### config.mk
export PLATFORM = sky130hd
export DESIGN_NAME = srg_cell
export DESIGN_NICKNAME = d
export VERILOG_FILES = /design/src/srg_pkg.sv /design/src/srg_cell.sv
export SDC_FILE = /design/constraint.sdc
export NUM_CORES = 1
export LEC_CHECK = 0
export BUFFER_PORTS_ARGS = -buffer_cell sky130_fd_sc_hd__buf_2
export CORE_MARGIN = 4
export CORE_UTILIZATION = 43
export DETAILED_ROUTE_END_ITERATION = 16
export PLACE_DENSITY = 0.84
export REMOVE_ABC_BUFFERS = 1
export SETUP_SLACK_MARGIN = 0.15
export SLEW_MARGIN = 25
export SYNTH_ARGS = -nofsm -noshare
export SYNTH_HDL_FRONTEND = slang
export SYNTH_SLANG_ARGS = --single-unit
### constraint.sdc
create_clock -name clk -period 1.6 [get_ports clk]
set_input_delay 0.16 -clock clk [delete_from_list [all_inputs] [get_ports clk]]
set_output_delay 0.16 -clock clk [all_outputs]
set_load 0.05 [all_outputs]
### src/srg_pkg.sv
// ----------------------------------------------------------------------------
// Subtractive generator package
// Shared widths, constants, types and the modular subtract helper.
// ----------------------------------------------------------------------------
package srg_pkg;

	localparam int WORD_W    = 30;
	localparam int SEED_W    = 32;
	localparam int RANGE_W   = 21;
	localparam int QUO_W     = 21;
	localparam int PROD_W    = WORD_W + RANGE_W;
	localparam int TABLE_LEN = 55;
	localparam int IDX_W     = 6;
	localparam int TRAIL_OFF = 31;
	localparam int FILL_STEP = 21;
	localparam int MIX_STEPS = 4 * TABLE_LEN;
	localparam int CNT_W     = 8;

	localparam logic [WORD_W-1:0]  MOD_BIG   = 30'd1000000000;
	localparam logic [SEED_W-1:0]  SEED_BASE = 32'd161803398;
	localparam logic [RANGE_W-1:0] RANGE_RST = 21'd1;

	typedef logic [WORD_W-1:0] word_t;

	typedef struct packed {
		logic busy;
		logic done;
	} div_stat_t;

	// Difference of two residues, modulo 10^9.
	function automatic word_t sub_mod(input word_t a, input word_t b);
		word_t r;
		r = a - b;
		if (a < b) begin
			r = r + MOD_BIG;
		end
		return r;
	endfunction

endpackage

### src/srg_cell.sv
// ----------------------------------------------------------------------------
// Table cell
// One word of the lag table; shifts from its neighbor or loads a fill value.
// ----------------------------------------------------------------------------
module srg_cell import srg_pkg::*; (
	input  logic  clk,
	input  logic  shift_en,
	input  word_t shift_d,
	input  logic  load_en,
	input  word_t load_d,
	output word_t word
);

	word_t word_q;

	always_ff @(posedge clk) begin
		if (load_en) begin
			word_q <= load_d;
		end else if (shift_en) begin
			word_q <= shift_d;
		end
	end

	assign word = word_q;

endmodule

* Word level (Yosys, flattened, before mapping)
Cells that the tools add are included. Widths: inputs -> output; s select.
Storage, ports and cells: output and inout bits 30, input bits 63, bits in registers 30
Operators by class: mux-type cells 2, reduce and logical (&&, ||, !) cells 1
Operator list (count):
- $mux 30 | 2
- $reduce_bool 2->1 | 1

* Longest topological paths before layout
Gate-level depths: netlist of run 1.
word-level depth 2, depth in mapped cells 2

* Worst setup path before layout of run 1
No wires, ideal clock.
kind input to register, start point input load_en, end point register word_q[0] (netlist: word[0]) (enable), library setup time 0.325 ns, required time 1.275 ns, path buffers 1, cell stages on the path 2, data arrival time 0.786 ns, path slack 0.489 ns, path through buf_6 > or2_2
Between the ends: word-level cells in the longest chain between the ends 1
RTL lines:
- start: declaration | RTL line srg_cell.sv:9 | input logic load_en,
- $reduce_bool 2->1 (no source line)
- end signal: assignment | RTL line srg_cell.sv:18 | word_q <= load_d;
- end signal: assignment | RTL line srg_cell.sv:20 | word_q <= shift_d;
- end: declaration | RTL line srg_cell.sv:14 | word_t word_q;
Every way passes these cells. A chain may end at the register's enable or synchronous reset.

* Worst setup path in the final report of run 1
start point register word_q[0] (netlist: word[0]), end point output word[0]
RTL lines:
- end: declaration | RTL line srg_cell.sv:11 | output word_t word
No word-level cell between the ends.

==> results of run 1 <==
==> metrics by stage <==
step           cell area [um2]  cells  setup WS (ns)
3_5_place_dp              1759    186         0.3506
3_3_place_gp              1759    186         0.4257
6_report                  1809    194         0.5061
5_1_grt                   1809    194         0.4639
4_1_cts                   1809    194         0.4895
2_1_floorplan             1245     61         0.6166
==> how the worst min path moves through the flow <==
stage / startpoint / to / cells after the start
3_3_place_gp: shift_d[15] / word[15] / 2
3_5_place_dp: shift_d[21] / word[21] / 2
4_1_cts: shift_d[21] / word[21] / 2
6_report: shift_d[15] / word[15] / 2
2_1_floorplan: shift_d[0] / word[0] / 1
5_1_grt: shift_d[27] / word[27] / 2
==> Yosys cell counts, drive strengths merged <==
library cell,number,share of area (%)
edfxtp,30,70
mux2,30,26
buf,3,2.6
or2,1,0.49
==> cell type report <==
type | instances | area (um2) | share of cell area, %
flip-flops and latches | 30 | 900.9 | 49.79
clock inverters | 2 | 8.758 | 0.4841
clock buffers | 6 | 41.29 | 2.282
well taps | 31 | 38.79 | 2.144
repair buffers | 94 | 475.5 | 26.28
multi-input cells | 31 | 344.1 | 19.02
==> per-layer routing <==
layer | track usage [%] | vias to the layer above | part of all wire [%]
li1 | - | 447 | -
met4 | 12.40 | 0 | 4.7
met2 | 26.10 | 62 | 50
met3 | 6.295 | 14 | 9.9
met1 | 14.77 | 412 | 35
met5 | 0 | - | 0
==> power groups by stage <==
stage | Combinational (W) | Sequential [W] | Clock (W)
6_report | 0.000561 | 0.000985 | 0.000416
5_1_grt | 0.000586 | 0.000993 | 0.000466
4_1_cts | 0.000567 | 0.000986 | 0.000427
3_5_place_dp | 0.000566 | 0.00100 | 0
3_3_place_gp | 0.000556 | 0.000999 | 0
2_1_floorplan | 0.0000739 | 0.00131 | 0
==> kinds of logic after synthesis <==
logic type / Yosys count / synth area share, %
DFF: 30 / 70.45
buffers and inverters: 3 / 2.642
and+or+nand+nor: 1 / 0.4895
muxes: 30 / 26.42
==> results_dict.tcl, run 1 <==
set metrics [dict create \
    cts_tree "yes" \
    firstDrtPassIters 4 \
    status "finished, final reports clean" \
    syn_to_final_growth_pct 41.49 \
    antenna_found_initial 0 \
    syn_inst 64 \
    worstSetupEndpoint "word[0]" \
    yosysUniqueCellTypes 4 \
    layout_common_cells "buf_2 (92), mux2_2 (30), edfxtp_1 (30)" \
    ys_seq_area_share_pct 70.45 \
    end_kind "output port" \
    rsz0062_at_grt "no" \
    critPathMaxFanout 1 \
    pwr-share-comb_pct 28.6 \
    cp_num_buf_inv 1 \
    grt_usage_pct 15.49 \
    vias_per_cell 4.820 \
    clockBufferDepth 2 \
    n_fill_cell 208 \
    worstHoldPathType "input pin to flip-flop" \
    holdBufCountCts 0 \
    post_cts_buffers 0 \
    period_minus_slack_ns 1.094 \
    final_util_pct 64.50 \
    dr_total_vias 935 \
    grt_pass1_wl_um 4560 \
    boundaryPins 93 \
    seqPwrFrac_pct 50.2 \
    drtIter0Drc 19 \
    largest_register_ffs 30 \
    cp.depth 1 \
    p_int_w 0.001294 \
    crit_chain "buf_2" \
    die_x_um 62.53 \
    fin_nets 225 \
    path_clk_slew_ns 0.10 \
    startpoint "word[0]" \
    drive_gt1_share_pct 80.37 \
    setup_tns_ns 0 \
    cts_sinks 30 \
    clockRootBuffer "clkbuf_4" \
    irDropWorstVdd_mv 0.5559 \
    max_slew_margin_pct 53.49 \
    gp_congestion 0.7308 \
    grt-ovfl-total 0 \
    p_sw_share_pct 34.06 \
    grt_pass1_vias 963 \
    critPathKind "flip-flop to output port" \
    cap_violations 0 \
    finalPower_w 0.001962 \
    ctsResizeCount 0 \
    drtAntennaViolNets 0 \
    drv_slew 0 \
    rows 19 \
    synth-seq-cells 30 \
    cpPeakStageDelay_ns 0.34 \
    crit_path_start_kind "flip-flop" \
    pwr_density_cell_mw_per_mm2 1084 \
    num_antenna_cells 0 \
    worst_pin_slew_ns 0.6976 \
    wirelength_um 2923 \
    coreArea_mm2 0.002805 \
    final_common_cell "buf_2" \
    grt_max_degree 31 \
    yosysWarnings 0 \
    die_area_mm2 0.003910 \
    routedWlPerCell_um 15.07 \
    setup_viol 0 \
    hold_viol_final 0 \
    leakage_nw 0.8269 \
    cts_made_buffers 5 \
    synthesis.area_mm2 0.001279 \
    crit_family "flip-flops" \
    p_sw_w 0.0006681 \
    initial_core_util_pct 45.58 \
    io_buffers 92 \
    remaining_drc_errors 0 \
    die_y_um 62.53 \
    cts_max_level 2 \
    critPathSlowestCell "edfxtp_1" \
    whs_ns 0.1255 \
    max_freq_mhz 914.1 \
    clkPwrFrac_pct 21.2 \
    fin_crit_sh_pct 68.37 \
    cp.arrival_ns 0.93 \
    avgSynthCellArea_um2 19.98 \
    crit_required_ns 1.44 \
]
Note: power is estimated with default switching activity, not from simulation.
==> run 2: changes to the inputs <==
--- a/config.mk
+++ b/config.mk
@@ -7,9 +7,9 @@
 export LEC_CHECK = 0
 export BUFFER_PORTS_ARGS = -buffer_cell sky130_fd_sc_hd__buf_2
 export CORE_MARGIN = 4
-export CORE_UTILIZATION = 43
+export CORE_UTILIZATION = 36
 export DETAILED_ROUTE_END_ITERATION = 16
-export PLACE_DENSITY = 0.84
+export PLACE_DENSITY = 0.75
 export REMOVE_ABC_BUFFERS = 1
 export SETUP_SLACK_MARGIN = 0.15
 export SLEW_MARGIN = 25
==> constraint.sdc (replaced) <==
create_clock -name clk -period 0.9 [get_ports clk]
set_input_delay 0.09 -clock clk [delete_from_list [all_inputs] [get_ports clk]]
set_output_delay 0.09 -clock clk [all_outputs]
set_load 0.05 [all_outputs]
==> results_dict.tcl, run 2 (synthesis results as in run 1) <==
set metrics [dict create \
    critPathMaxFanout 1 \
    status "finished with violations" \
    grt_pass1_vias 1011 \
    gp_congestion 0.7087 \
    vias_per_cell 4.607 \
    regArea_um2 900.9 \
    dp_hpwl_um 2326 \
    met3_usage_pct 6.323 \
    instances_no_fill 211 \
    largest_register_ffs 30 \
    grt_usage_pct 14.94 \
    firstDrtPassIters 4 \
    routedWlPerCell_um 15.54 \
    multiInputGateArea_um2 344.1 \
    setup_viol 30 \
    cpPeakStageDelay_ns 0.41 \
    num_antenna_cells 0 \
    cts_tree "yes" \
    hold_path_end "word[7]" \
    worstHoldPathType "input pin to flip-flop" \
    rsz0062_at_grt "yes" \
    cap_violations 0 \
    crit_family "flip-flops" \
    syn_to_final_growth_pct 62.92 \
    final_common_cell "buf_2" \
    critPathSlowestCell "edfxtp_1" \
    cp_num_buf_inv 1 \
    period_minus_slack_ns 0.9970 \
    antenna_found_initial 0 \
    grtUsageMet2_pct 27.70 \
    critPathKind "flip-flop to output port" \
    remaining_drc_errors 0 \
    max_slew_margin_pct 88.62 \
    boundaryPins 93 \
    grt.busiest_layer "met2" \
    clockBufferDepth 2 \
    worst_pin_slew_ns 0.1708 \
    postPlaceCellArea_mm2 0.001818 \
    cts_made_buffers 5 \
    n_fill_cell 256 \
    hold_depth 2 \
    hold_viol_final 0 \
    io_buffers 92 \
    crit_path_start_kind "flip-flop" \
    wirelength_um 3279 \
    fin_crit_sh_pct 110.8 \
    die_y_um 67.60 \
    whs_ns 0.05836 \
    coreArea_mm2 0.003390 \
    die_area_mm2 0.004570 \
    pwr_density_cell_mw_per_mm2 1940 \
    rows 21 \
    violations "negative setup slack" \
    cp.depth 1 \
    path_clk_slew_ns 0.10 \
    drive_gt1_share_pct 81.82 \
    grt_pass1_wl_um 4719 \
    dp_slack_ns -0.1350 \
    grt_use_met1_pct 13.42 \
    max_freq_mhz 1003 \
    leakage_nw 0.9251 \
    drtIter0Drc 16 \
    cts_sinks 30 \
    die_x_um 67.60 \
    irDropWorstVdd_mv 0.8580 \
    drtAntennaViolNets 0 \
    end_kind "output port" \
    initial_core_util_pct 37.73 \
    grt_max_degree 31 \
    crit_chain "buf_6" \
    setup_tns_ns -2.225 \
    fin_nets 227 \
    crit_required_ns 0.81 \
    dr_total_vias 972 \
    grt-ovfl-total 0 \
    hold_start "load_d[7]" \
    final_cell_area_mm2 0.002083 \
    clockRootBuffer "clkbuf_4" \
    cp.arrival_ns 0.91 \
    place_inst 203 \
    cts_max_level 2 \
    drv_slew 0 \
    layout_common_cells "buf_2 (62), mux2_2 (30), buf_6 (30), edfxtp_1 (30), clkbuf_4 (5)" \
    fin_ws_ns -0.09702 \
]
run 2: per-layer routing:
layer  wire (um)  vias to the layer above
met5           0                        -
met3         385                        9
met4          81                        0
li1            -                      449
met1        1011                      448
met2        1801                       66
run 2: how the worst max path moves through the flow:
stage / from / endpoint / slack (ns)
after floorplan: load_en / word[0] / -0.01
after CTS: word[6] / word[6] / -0.12
final: word[21] / word[21] / -0.1
after detailed placement: load_en / word[19] / -0.13
after global routing: word[21] / word[21] / -0.18
after global placement: load_en / word[12] / -0.1
run 2: cell type report:
cell class | count | area share [%]
Timing Repair Buffer | 96 | 33.75
Sequential cell | 30 | 43.24
Clock buffer | 5 | 1.802
Clock inverter | 3 | 1.922
Multi-Input combinational cell | 31 | 16.52
Tap cell | 46 | 2.763
run 2: report_power, final:
group | total [W] | internal (W) | leakage, nW | switching (W)
clock network | 0.00104 | 0.000575 | 0.0450 | 0.000466
logic | 0.00121 | 0.000490 | 0.574 | 0.000718
registers | 0.00179 | 0.00172 | 0.306 | 0.0000732
total | 0.00404 | 0.00278 | 0.925 | 0.00126
run 2: through the flow:
step	util, %	power, W
2_1_floorplan	-	0.002468
3_3_place_gp	53.64	0.002790
3_5_place_dp	53.64	0.002809
4_1_cts	61.46	0.004077
5_1_grt	61.46	0.004242
6_report	61.46	0.004041
run 2: what timing repair did:
| item | CTS | global route |
|---|---|---|
| cloned | 0 | 0 |
| buffers inserted | 0 | 0 |
| resized for setup | 60 | 0 |
| endpoints found under the hold margin | 0 | 0 |
| setup endpoints to repair | 30 | 30 |
| hold buffers | 0 | 0 |
