[config.mk]
export PLATFORM = sky130hd
export DESIGN_NAME = srg_div
export DESIGN_NICKNAME = d
export VERILOG_FILES = /design/src/srg_pkg.sv /design/src/srg_div.sv
export SDC_FILE = /design/constraint.sdc
export NUM_CORES = 2
export LEC_CHECK = 0
export ABC_AREA = 0
export BUFFER_PORTS_ARGS = -buffer_cell sky130_fd_sc_hd__buf_2
export CAP_MARGIN = 20
export CORE_ASPECT_RATIO = 0.8
export CORE_MARGIN = 2
export CORE_UTILIZATION = 35
export DETAILED_ROUTE_END_ITERATION = 10
export GPL_ROUTABILITY_DRIVEN = 0
export SETUP_SLACK_MARGIN = 0.4
export SLEW_MARGIN = 20
export SYNTH_ARGS = -nofsm -noshare
export SYNTH_HDL_FRONTEND = slang
export SYNTH_SLANG_ARGS = --single-unit
[constraint.sdc]
create_clock -name clk -period 9.8 [get_ports clk]
set_clock_uncertainty 0.05 [all_clocks]
set_input_delay 0 -clock clk [delete_from_list [all_inputs] [get_ports clk]]
set_output_delay 0 -clock clk [all_outputs]
set_load 0.05 [all_outputs]
[src/srg_pkg.sv]
// ----------------------------------------------------------------------------
// Subtractive generator package
// Shared widths, constants, types and the modular subtract helper.
// ----------------------------------------------------------------------------
package srg_pkg;

	localparam int WORD_W    = 30;
	localparam int SEED_W    = 32;
	localparam int RANGE_W   = 21;
	localparam int QUO_W     = 21;
	localparam int PROD_W    = WORD_W + RANGE_W;
	localparam int TABLE_LEN = 55;
	localparam int IDX_W     = 6;
	localparam int TRAIL_OFF = 31;
	localparam int FILL_STEP = 21;
	localparam int MIX_STEPS = 4 * TABLE_LEN;
	localparam int CNT_W     = 8;

	localparam logic [WORD_W-1:0]  MOD_BIG   = 30'd1000000000;
	localparam logic [SEED_W-1:0]  SEED_BASE = 32'd161803398;
	localparam logic [RANGE_W-1:0] RANGE_RST = 21'd1;

	typedef logic [WORD_W-1:0] word_t;

	typedef struct packed {
		logic busy;
		logic done;
	} div_stat_t;

	// Difference of two residues, modulo 10^9.
	function automatic word_t sub_mod(input word_t a, input word_t b);
		word_t r;
		r = a - b;
		if (a < b) begin
			r = r + MOD_BIG;
		end
		return r;
	endfunction

endpackage

[src/srg_div.sv]
// ----------------------------------------------------------------------------
// Scaling divider
// Divides the scaled product by 10^9 with a reciprocal multiply and one
// correction step; the product, the multiply, the estimate and the quotient are registered in turn.
// ----------------------------------------------------------------------------
module srg_div import srg_pkg::*; (
	input  logic                clk,
	input  logic                arst_n,
	input  logic                start,
	input  logic [PROD_W-1:0]   dividend,
	output div_stat_t           stat,
	output logic [QUO_W-1:0]    quotient
);

	localparam int                HEAD_W = 32;
	localparam int                DROP_W = PROD_W - HEAD_W;
	localparam int                MUL_W  = 2 * HEAD_W;
	localparam int                SHIFT  = 42;
	localparam logic [HEAD_W-1:0] RECIP  = 32'd2305843009;

	logic              valid_s1;
	logic              valid_s2;
	logic              valid_s3;
	logic              done_q;
	logic [PROD_W-1:0] prod_s1;
	logic [MUL_W-1:0]  mul_s2;
	logic [QUO_W-1:0]  est_s3;
	logic [PROD_W-1:0] back_s3;
	logic [QUO_W-1:0]  quo_q;
	logic [QUO_W-1:0]  est;
	logic [PROD_W-1:0] rem;

	// The estimate is never above the true quotient and at most one below it.
	assign est = mul_s2[SHIFT+QUO_W-1:SHIFT];
	assign rem = prod_s1 - back_s3;

	always_ff @(posedge clk or negedge arst_n) begin
		if (!arst_n) begin
			valid_s1 <= 1'b0;
			valid_s2 <= 1'b0;
			valid_s3 <= 1'b0;
			done_q   <= 1'b0;
		end else begin
			valid_s1 <= start;
			valid_s2 <= valid_s1;
			valid_s3 <= valid_s2;
			if (start) begin
				done_q <= 1'b0;
			end else if (valid_s3) begin
				done_q <= 1'b1;
			end
		end
	end

	always_ff @(posedge clk) begin
		if (start) begin
			prod_s1 <= dividend;
		end
		if (valid_s1) begin
			mul_s2 <= MUL_W'(prod_s1[PROD_W-1:DROP_W]) * MUL_W'(RECIP);
		end
		if (valid_s2) begin
			est_s3  <= est;
			back_s3 <= PROD_W'(est) * PROD_W'(MOD_BIG);
		end
		if (valid_s3) begin
			quo_q <= (rem >= PROD_W'(MOD_BIG)) ? (est_s3 + 1'b1) : est_s3;
		end
	end

	assign stat.busy = valid_s1 || valid_s2 || valid_s3;
	assign stat.done = done_q;
	assign quotient  = quo_q;

	a_start_when_idle: assert property (@(posedge clk) disable iff (!arst_n)
		start |-> !(valid_s1 || valid_s2 || valid_s3))
		else $error("Divider started while busy.");

	a_estimate_fits: assert property (@(posedge clk) disable iff (!arst_n)
		valid_s2 |-> mul_s2[MUL_W-1:SHIFT+QUO_W] == '0)
		else $error("Quotient estimate overflowed.");

	a_estimate_close: assert property (@(posedge clk) disable iff (!arst_n)
		valid_s3 |-> rem < {MOD_BIG, 1'b0})
		else $error("Quotient estimate off by more than one.");

endmodule

After elaboration in Yosys (flattened, before gate mapping). Cells that the tools add are included.

Memories: 0. Input port bits: 54. Memory bits (writable): 0. Output and inout bits: 23. Register bits after elaboration: 202. Latch bits: 0. Bits in read-only memories: 0.

Reductions and logical operators: 3. Shift operators: 0. Add/subtract/negate cells: 2. Eq/ne operators: 0. $lt $le $gt $ge: 1. Multiplexer cells: 3. Multiply operators: 2. Div/mod/pow operators: 0. Bitwise operators: 0.

Operators by type and width (number): multiplier 32 x 32 -> 63 bit, second input constant (1); greater-or-equal comparator 51 x 30 -> 1 bit, second input constant (1); subtractor 51 bit (1); multiplier 21 x 21 -> 42 bit, second input constant (1); adder 21 x 1 -> 21 bit, second input constant (1); 2-to-1 mux 21 bit (1); logical OR 1 bit (2); 2-to-1 mux 1 bit (2); nonzero test 2 bit (1).

Logic depth before layout (Yosys ltp).
Word-level depth: 3. Depth in mapped cells: 28. Gate-level depth less buffers: 28.

Least setup slack after synthesis. No wires, ideal clock.

Kind: reg-to-reg. From: reg prod_s1[32]. To: reg mul_s2[62], data pin. Data arrival time: 6.965 ns. Clock period less this slack: 7.275 ns. Cell stages (with the launch flop): 27. Library setup time: 0.260 ns. Slack: 2.525 ns. Path buffers: 0. Data required time: 9.490 ns. Cells stage by stage: edfxtp_1 > inv_1 > fa_1 > inv_1 > fa_1 > fa_1 > inv_1 > fa_1 > inv_1 > fa_1 > fa_1 > fa_1 > ha_1 > ha_1 > a21o_1 > a21o_1 > a21o_1 > a21oi_1 > o211ai_1 > a221o_1 > nand3_1 > a21oi_1 > o41ai_2 > o211a_1 > o311ai_1 > a21oi_1 > xnor2_1.

Word-level cells in the longest chain between the ends: 1.

RTL lines: start, declared (line srg_div.sv:25) `logic [PROD_W-1:0] prod_s1;`; start signal, assigned (line srg_div.sv:57) `prod_s1 <= dividend;`; multiplier 32 x 32 -> 63 bit (line srg_div.sv:60) `mul_s2 <= MUL_W'(prod_s1[PROD_W-1:DROP_W]) * MUL_W'(RECIP);`; end signal, assigned (line srg_div.sv:60); end, declared (line srg_div.sv:26) `logic [MUL_W-1:0] mul_s2;`.

Every way passes these cells. A chain may end at the register's enable or synchronous reset.

Final worst setup path.
From: reg prod_s1[34]. To: reg mul_s2[62], data pin.

The elaborated chain is that of the path after synthesis.

==> impl_summary.md <==
Worst setup path
In this run the critical register-to-register path is captured at mul_s2[62]$_DFFE_PP_. The number of buffers and inverters on the critical path is 4. For the worst flop-to-flop path, the logic depth is 25.

The cell that appears most often on the critical path is sky130_fd_sc_hd__fa_1. The kind of start point of the critical path is a flip-flop. Along the worst path, the maximum fanout reaches 9. The required time at the endpoint of the critical path is between 9000 and 10000 ps. For flop-to-flop paths, the worst setup slack is 1290 ps. The largest incremental delay on the critical path is roughly 740 ps. By startpoint and endpoint, the worst setup path is classified as flip-flop to flip-flop. On the critical path the largest part of the delay comes from adder cells.

For the worst setup path, the data arrival time is approximately 8700 ps. The slowest stage of the critical path is the sky130_fd_sc_hd__edfxtp_1 cell. The startpoint of the worst-slack reg-to-reg timing path is prod_s1[34]$_DFFE_PP_.

STA classifies the critical path endpoint as a flip-flop.

Finish
The number of antenna diodes in the final layout is 0. Excluding fillers, the count of instances in the completed layout stands at 4027. The net total in the final layout is between 4000 and 5000.

The post-route netlist has around 5.0% of its cells at a drive strength greater than 1. The post-route core utilization is around two fifths. The signed area change from the synthesized netlist to the final layout is 9.51%. The final instance area is 32800 um2.

Synth
Yosys mapped a number of flops with a built-in enable equal to 145. After synthesis, the mean cell area works out to 10.8 um2. For this run, the register share of the synthesized area comes to approximately 15%. The count of mapped cells out of synthesis is approximately 2800. For this run, the leading register cell type out of synthesis is sky130_fd_sc_hd__edfxtp_1. When the netlist entered floorplanning its net count stood at 3962.

The proportion of synthesized flip-flops having asynchronous set or reset is between 2 and 3%. The distinct cell type count after synthesis is between 70 and 80. For this run, the number of Yosys warnings is 0.

After synthesis the cells add up to ~30000 um2. The number of storage elements in the synthesis netlist is 149.

Placement
Once placement completed, the tool counted placed cells totaling 3951. The count of input and output buffers is between 60 and 70. The placed instances occupy a cell area of around 32000 um2. Detailed placement ended at an HPWL of 62.9 mm.

STA
Setup violations remaining at the end of the flow were counted as 0. The final number of max-transition violations is 0. The shortest clock period the worst path allows after layout is around 8500 ps. Derived from the worst setup path, the maximum achievable clock frequency is about 0.12 GHz.

The final hold violation count is 0. The worst pin sits at a relative slew slack of 32.3%. At the pin with the least slew margin, the transition time is 1020 ps. Setup repair after global routing left no endpoint under its margin. Summed over all failing endpoints, the final setup total negative slack is 0 ps. The share of the clock period used by the worst path is between 80% and 90%.

CTS
The TritonCTS clock tree is yes. The number of buffers added by the clock tree synthesis step is 17. The later pin in the worst-skew pair is clocked with a latency of between 400 and 500 ps. Gates resized during post-CTS repair numbered 0.

Clock-pin slew was measured on the worst setup and hold paths at roughly 80 ps. The clock sink count is 149. The H-tree depth reported by CTS is 4.

The deepest clock path buffer count is 2. The total setup buffers inserted after CTS is 0. The root buffer cell chosen for the clock tree is sky130_fd_sc_hd__clkbuf_16.

Global routing
The total congestion overflow is 0. The first global-routing pass estimated 115 mm of wire. Global routing used 17.4% of the available tracks. The number of antenna violations at the first check in global routing is 0. Entering global routing, the biggest net connects 53 pins.

The number of global-route vias before repair came to ~20000.

Die
The top-level I/O count is 77. The area of the die is around 88000 um2. The core box area is around 84000 um2. The floorplan step set the die height to approximately 270 um.

The initial core utilization is 35.5%. The standard-cell row count is 95. The die width is about 330 um.

Route
The total iterations of the first detailed-routing run is 5. For this run, design rule violations remaining after detail routing come to 0. After the first detailed-routing iteration, the DRC count stood at 1231.

The average wire per standard cell is approximately 18 um. Detailed routing inserted a total of approximately 20000 vias. After detailed routing, the number of vias per cell comes to roughly 4.8.

Once detail routing completed, the nets flagged for antenna violations numbered 0. The final routed wirelength across all metal layers is roughly 73 mm.

Status
The flow ran to the end, and the final reports show no timing, DRC or antenna violations.

Min path
The worst min-delay path startpoint is start. In this run the worst hold path is classified as input pin to flip-flop. The worst hold path cell count is 2. The path with the worst hold slack has its endpoint at valid_s1$_DFF_PN0_.

Job
The count of max-cap constraint violations is 0.
-- cell families (layout without fill, tap and decap cells) --
family / Yosys count / in the layout / share of synthesized area [%]
adder cells (fa/ha/maj): 1144 / 1144 / 60.1
buffers and inverters: 748 / 896 / 9.42
AO/OA/AOI/OAI: 323 / 323 / 7.37
AND/OR/NAND/NOR: 290 / 290 / 4.98
flip-flops: 149 / 149 / 14.9
XOR/XNOR: 108 / 108 / 3.16
multiplexers: 2 / 2 / 0.0669
-- metrics by stage --
step	hold slack (ps)	worst slack, ps
final	90.1	1290
after global routing	98.1	923
after CTS	77.2	1330
after detailed placement	-211	1420
after global placement	-216	1460
after floorplan	-346	2520
-- layout make-up --
cell class              count  area, um2
well taps                1115       1400
fillers                  8288      51600
flip-flops and latches    149       4460
multi-input cells        1867      22700
clock inverters            15        161
repair buffers            133        941
inverters                 731       2740
clock buffers              17        425
-- timing repair --
item                                   CTS  global route
endpoints found under the hold margin   46             0
setup endpoints to repair                0             0
hold buffers                            44             0
-- layout by cell type, fill, tap and decap left out, types with 5 or more instances in the layout --
cell                            instances
sky130_fd_sc_hd__a211o_1                6
sky130_fd_sc_hd__a211oi_1               5
sky130_fd_sc_hd__a21boi_0               6
sky130_fd_sc_hd__a21o_1                63
sky130_fd_sc_hd__a21oi_1               85
sky130_fd_sc_hd__a31oi_1               11
sky130_fd_sc_hd__and2_1                15
sky130_fd_sc_hd__and3_1                14
sky130_fd_sc_hd__buf_2                 67
sky130_fd_sc_hd__buf_4                 22
sky130_fd_sc_hd__clkbuf_16             17
sky130_fd_sc_hd__dlygate4sd3_1         44
sky130_fd_sc_hd__edfxtp_1             145
sky130_fd_sc_hd__fa_1                 492
sky130_fd_sc_hd__ha_1                 652
sky130_fd_sc_hd__inv_1                731
sky130_fd_sc_hd__inv_6                  7
sky130_fd_sc_hd__nand2_1               56
sky130_fd_sc_hd__nand2b_1              13
sky130_fd_sc_hd__nand3_1               35
sky130_fd_sc_hd__nand4_1               25
sky130_fd_sc_hd__nor2_1                61
sky130_fd_sc_hd__nor2b_1               18
sky130_fd_sc_hd__nor3_1                25
sky130_fd_sc_hd__nor4_1                 6
sky130_fd_sc_hd__o211ai_1               9
sky130_fd_sc_hd__o21a_1                21
sky130_fd_sc_hd__o21ai_0               46
sky130_fd_sc_hd__o21bai_1               8
sky130_fd_sc_hd__o31ai_1                6
sky130_fd_sc_hd__xnor2_1               84
sky130_fd_sc_hd__xor2_1                24
-- flip-flops by register name (all words and copies together) (netlist names), 21 cells and up --
register and count:
est_s3 21, quotient 21, prod_s1 42, back_s3 40, mul_s2 21
-- worst max path at each step --
stage,slack (ps),depth (start not counted),from,end
after detailed placement,1420,25,prod_s1[34]$_DFFE_PP_,mul_s2[62]$_DFFE_PP_
after CTS,1330,25,prod_s1[34]$_DFFE_PP_,mul_s2[62]$_DFFE_PP_
after global placement,1460,26,prod_s1[34]$_DFFE_PP_,mul_s2[62]$_DFFE_PP_
after floorplan,2520,26,prod_s1[32]$_DFFE_PP_,mul_s2[62]$_DFFE_PP_
after global routing,920,25,prod_s1[34]$_DFFE_PP_,mul_s2[62]$_DFFE_PP_
final,1290,25,prod_s1[34]$_DFFE_PP_,mul_s2[62]$_DFFE_PP_
-- routing by layer --
metal / vias to the layer above / share of wire, % / GRT usage, %
met3: 26 / 9.0 / 4.98
met4: 0 / 0.38 / 1.36
met5: - / 0 / 0
met1: 9677 / 51 / 27.2
li1: 9294 / - / -
met2: 506 / 40 / 24.3
-- Yosys cell counts (all sizes together), types with 8 or more instances --
cell    count  area [um2]
nand2b     13        81.3
ha        652        8160
and3       14        87.6
a21oi      87         450
a21o       63         473
o21a       21         158
nand4      25         156
nand2      57         216
nor3       25         125
xor2       24         210
nor2b      18         113
nand3      35         175
o21bai      8        60.1
inv       731        2740
xnor2      84         736
and2       17         108
o211ai      9        67.6
clkbuf     13        48.8
o21ai      53         277
edfxtp    145        4350
nor2       61         229
a31oi      13        93.8
fa        492        9850
Power is left out: the tool's default activity adds up to more than one toggle a clock period on the data nets, which glitch-free logic cannot reach.
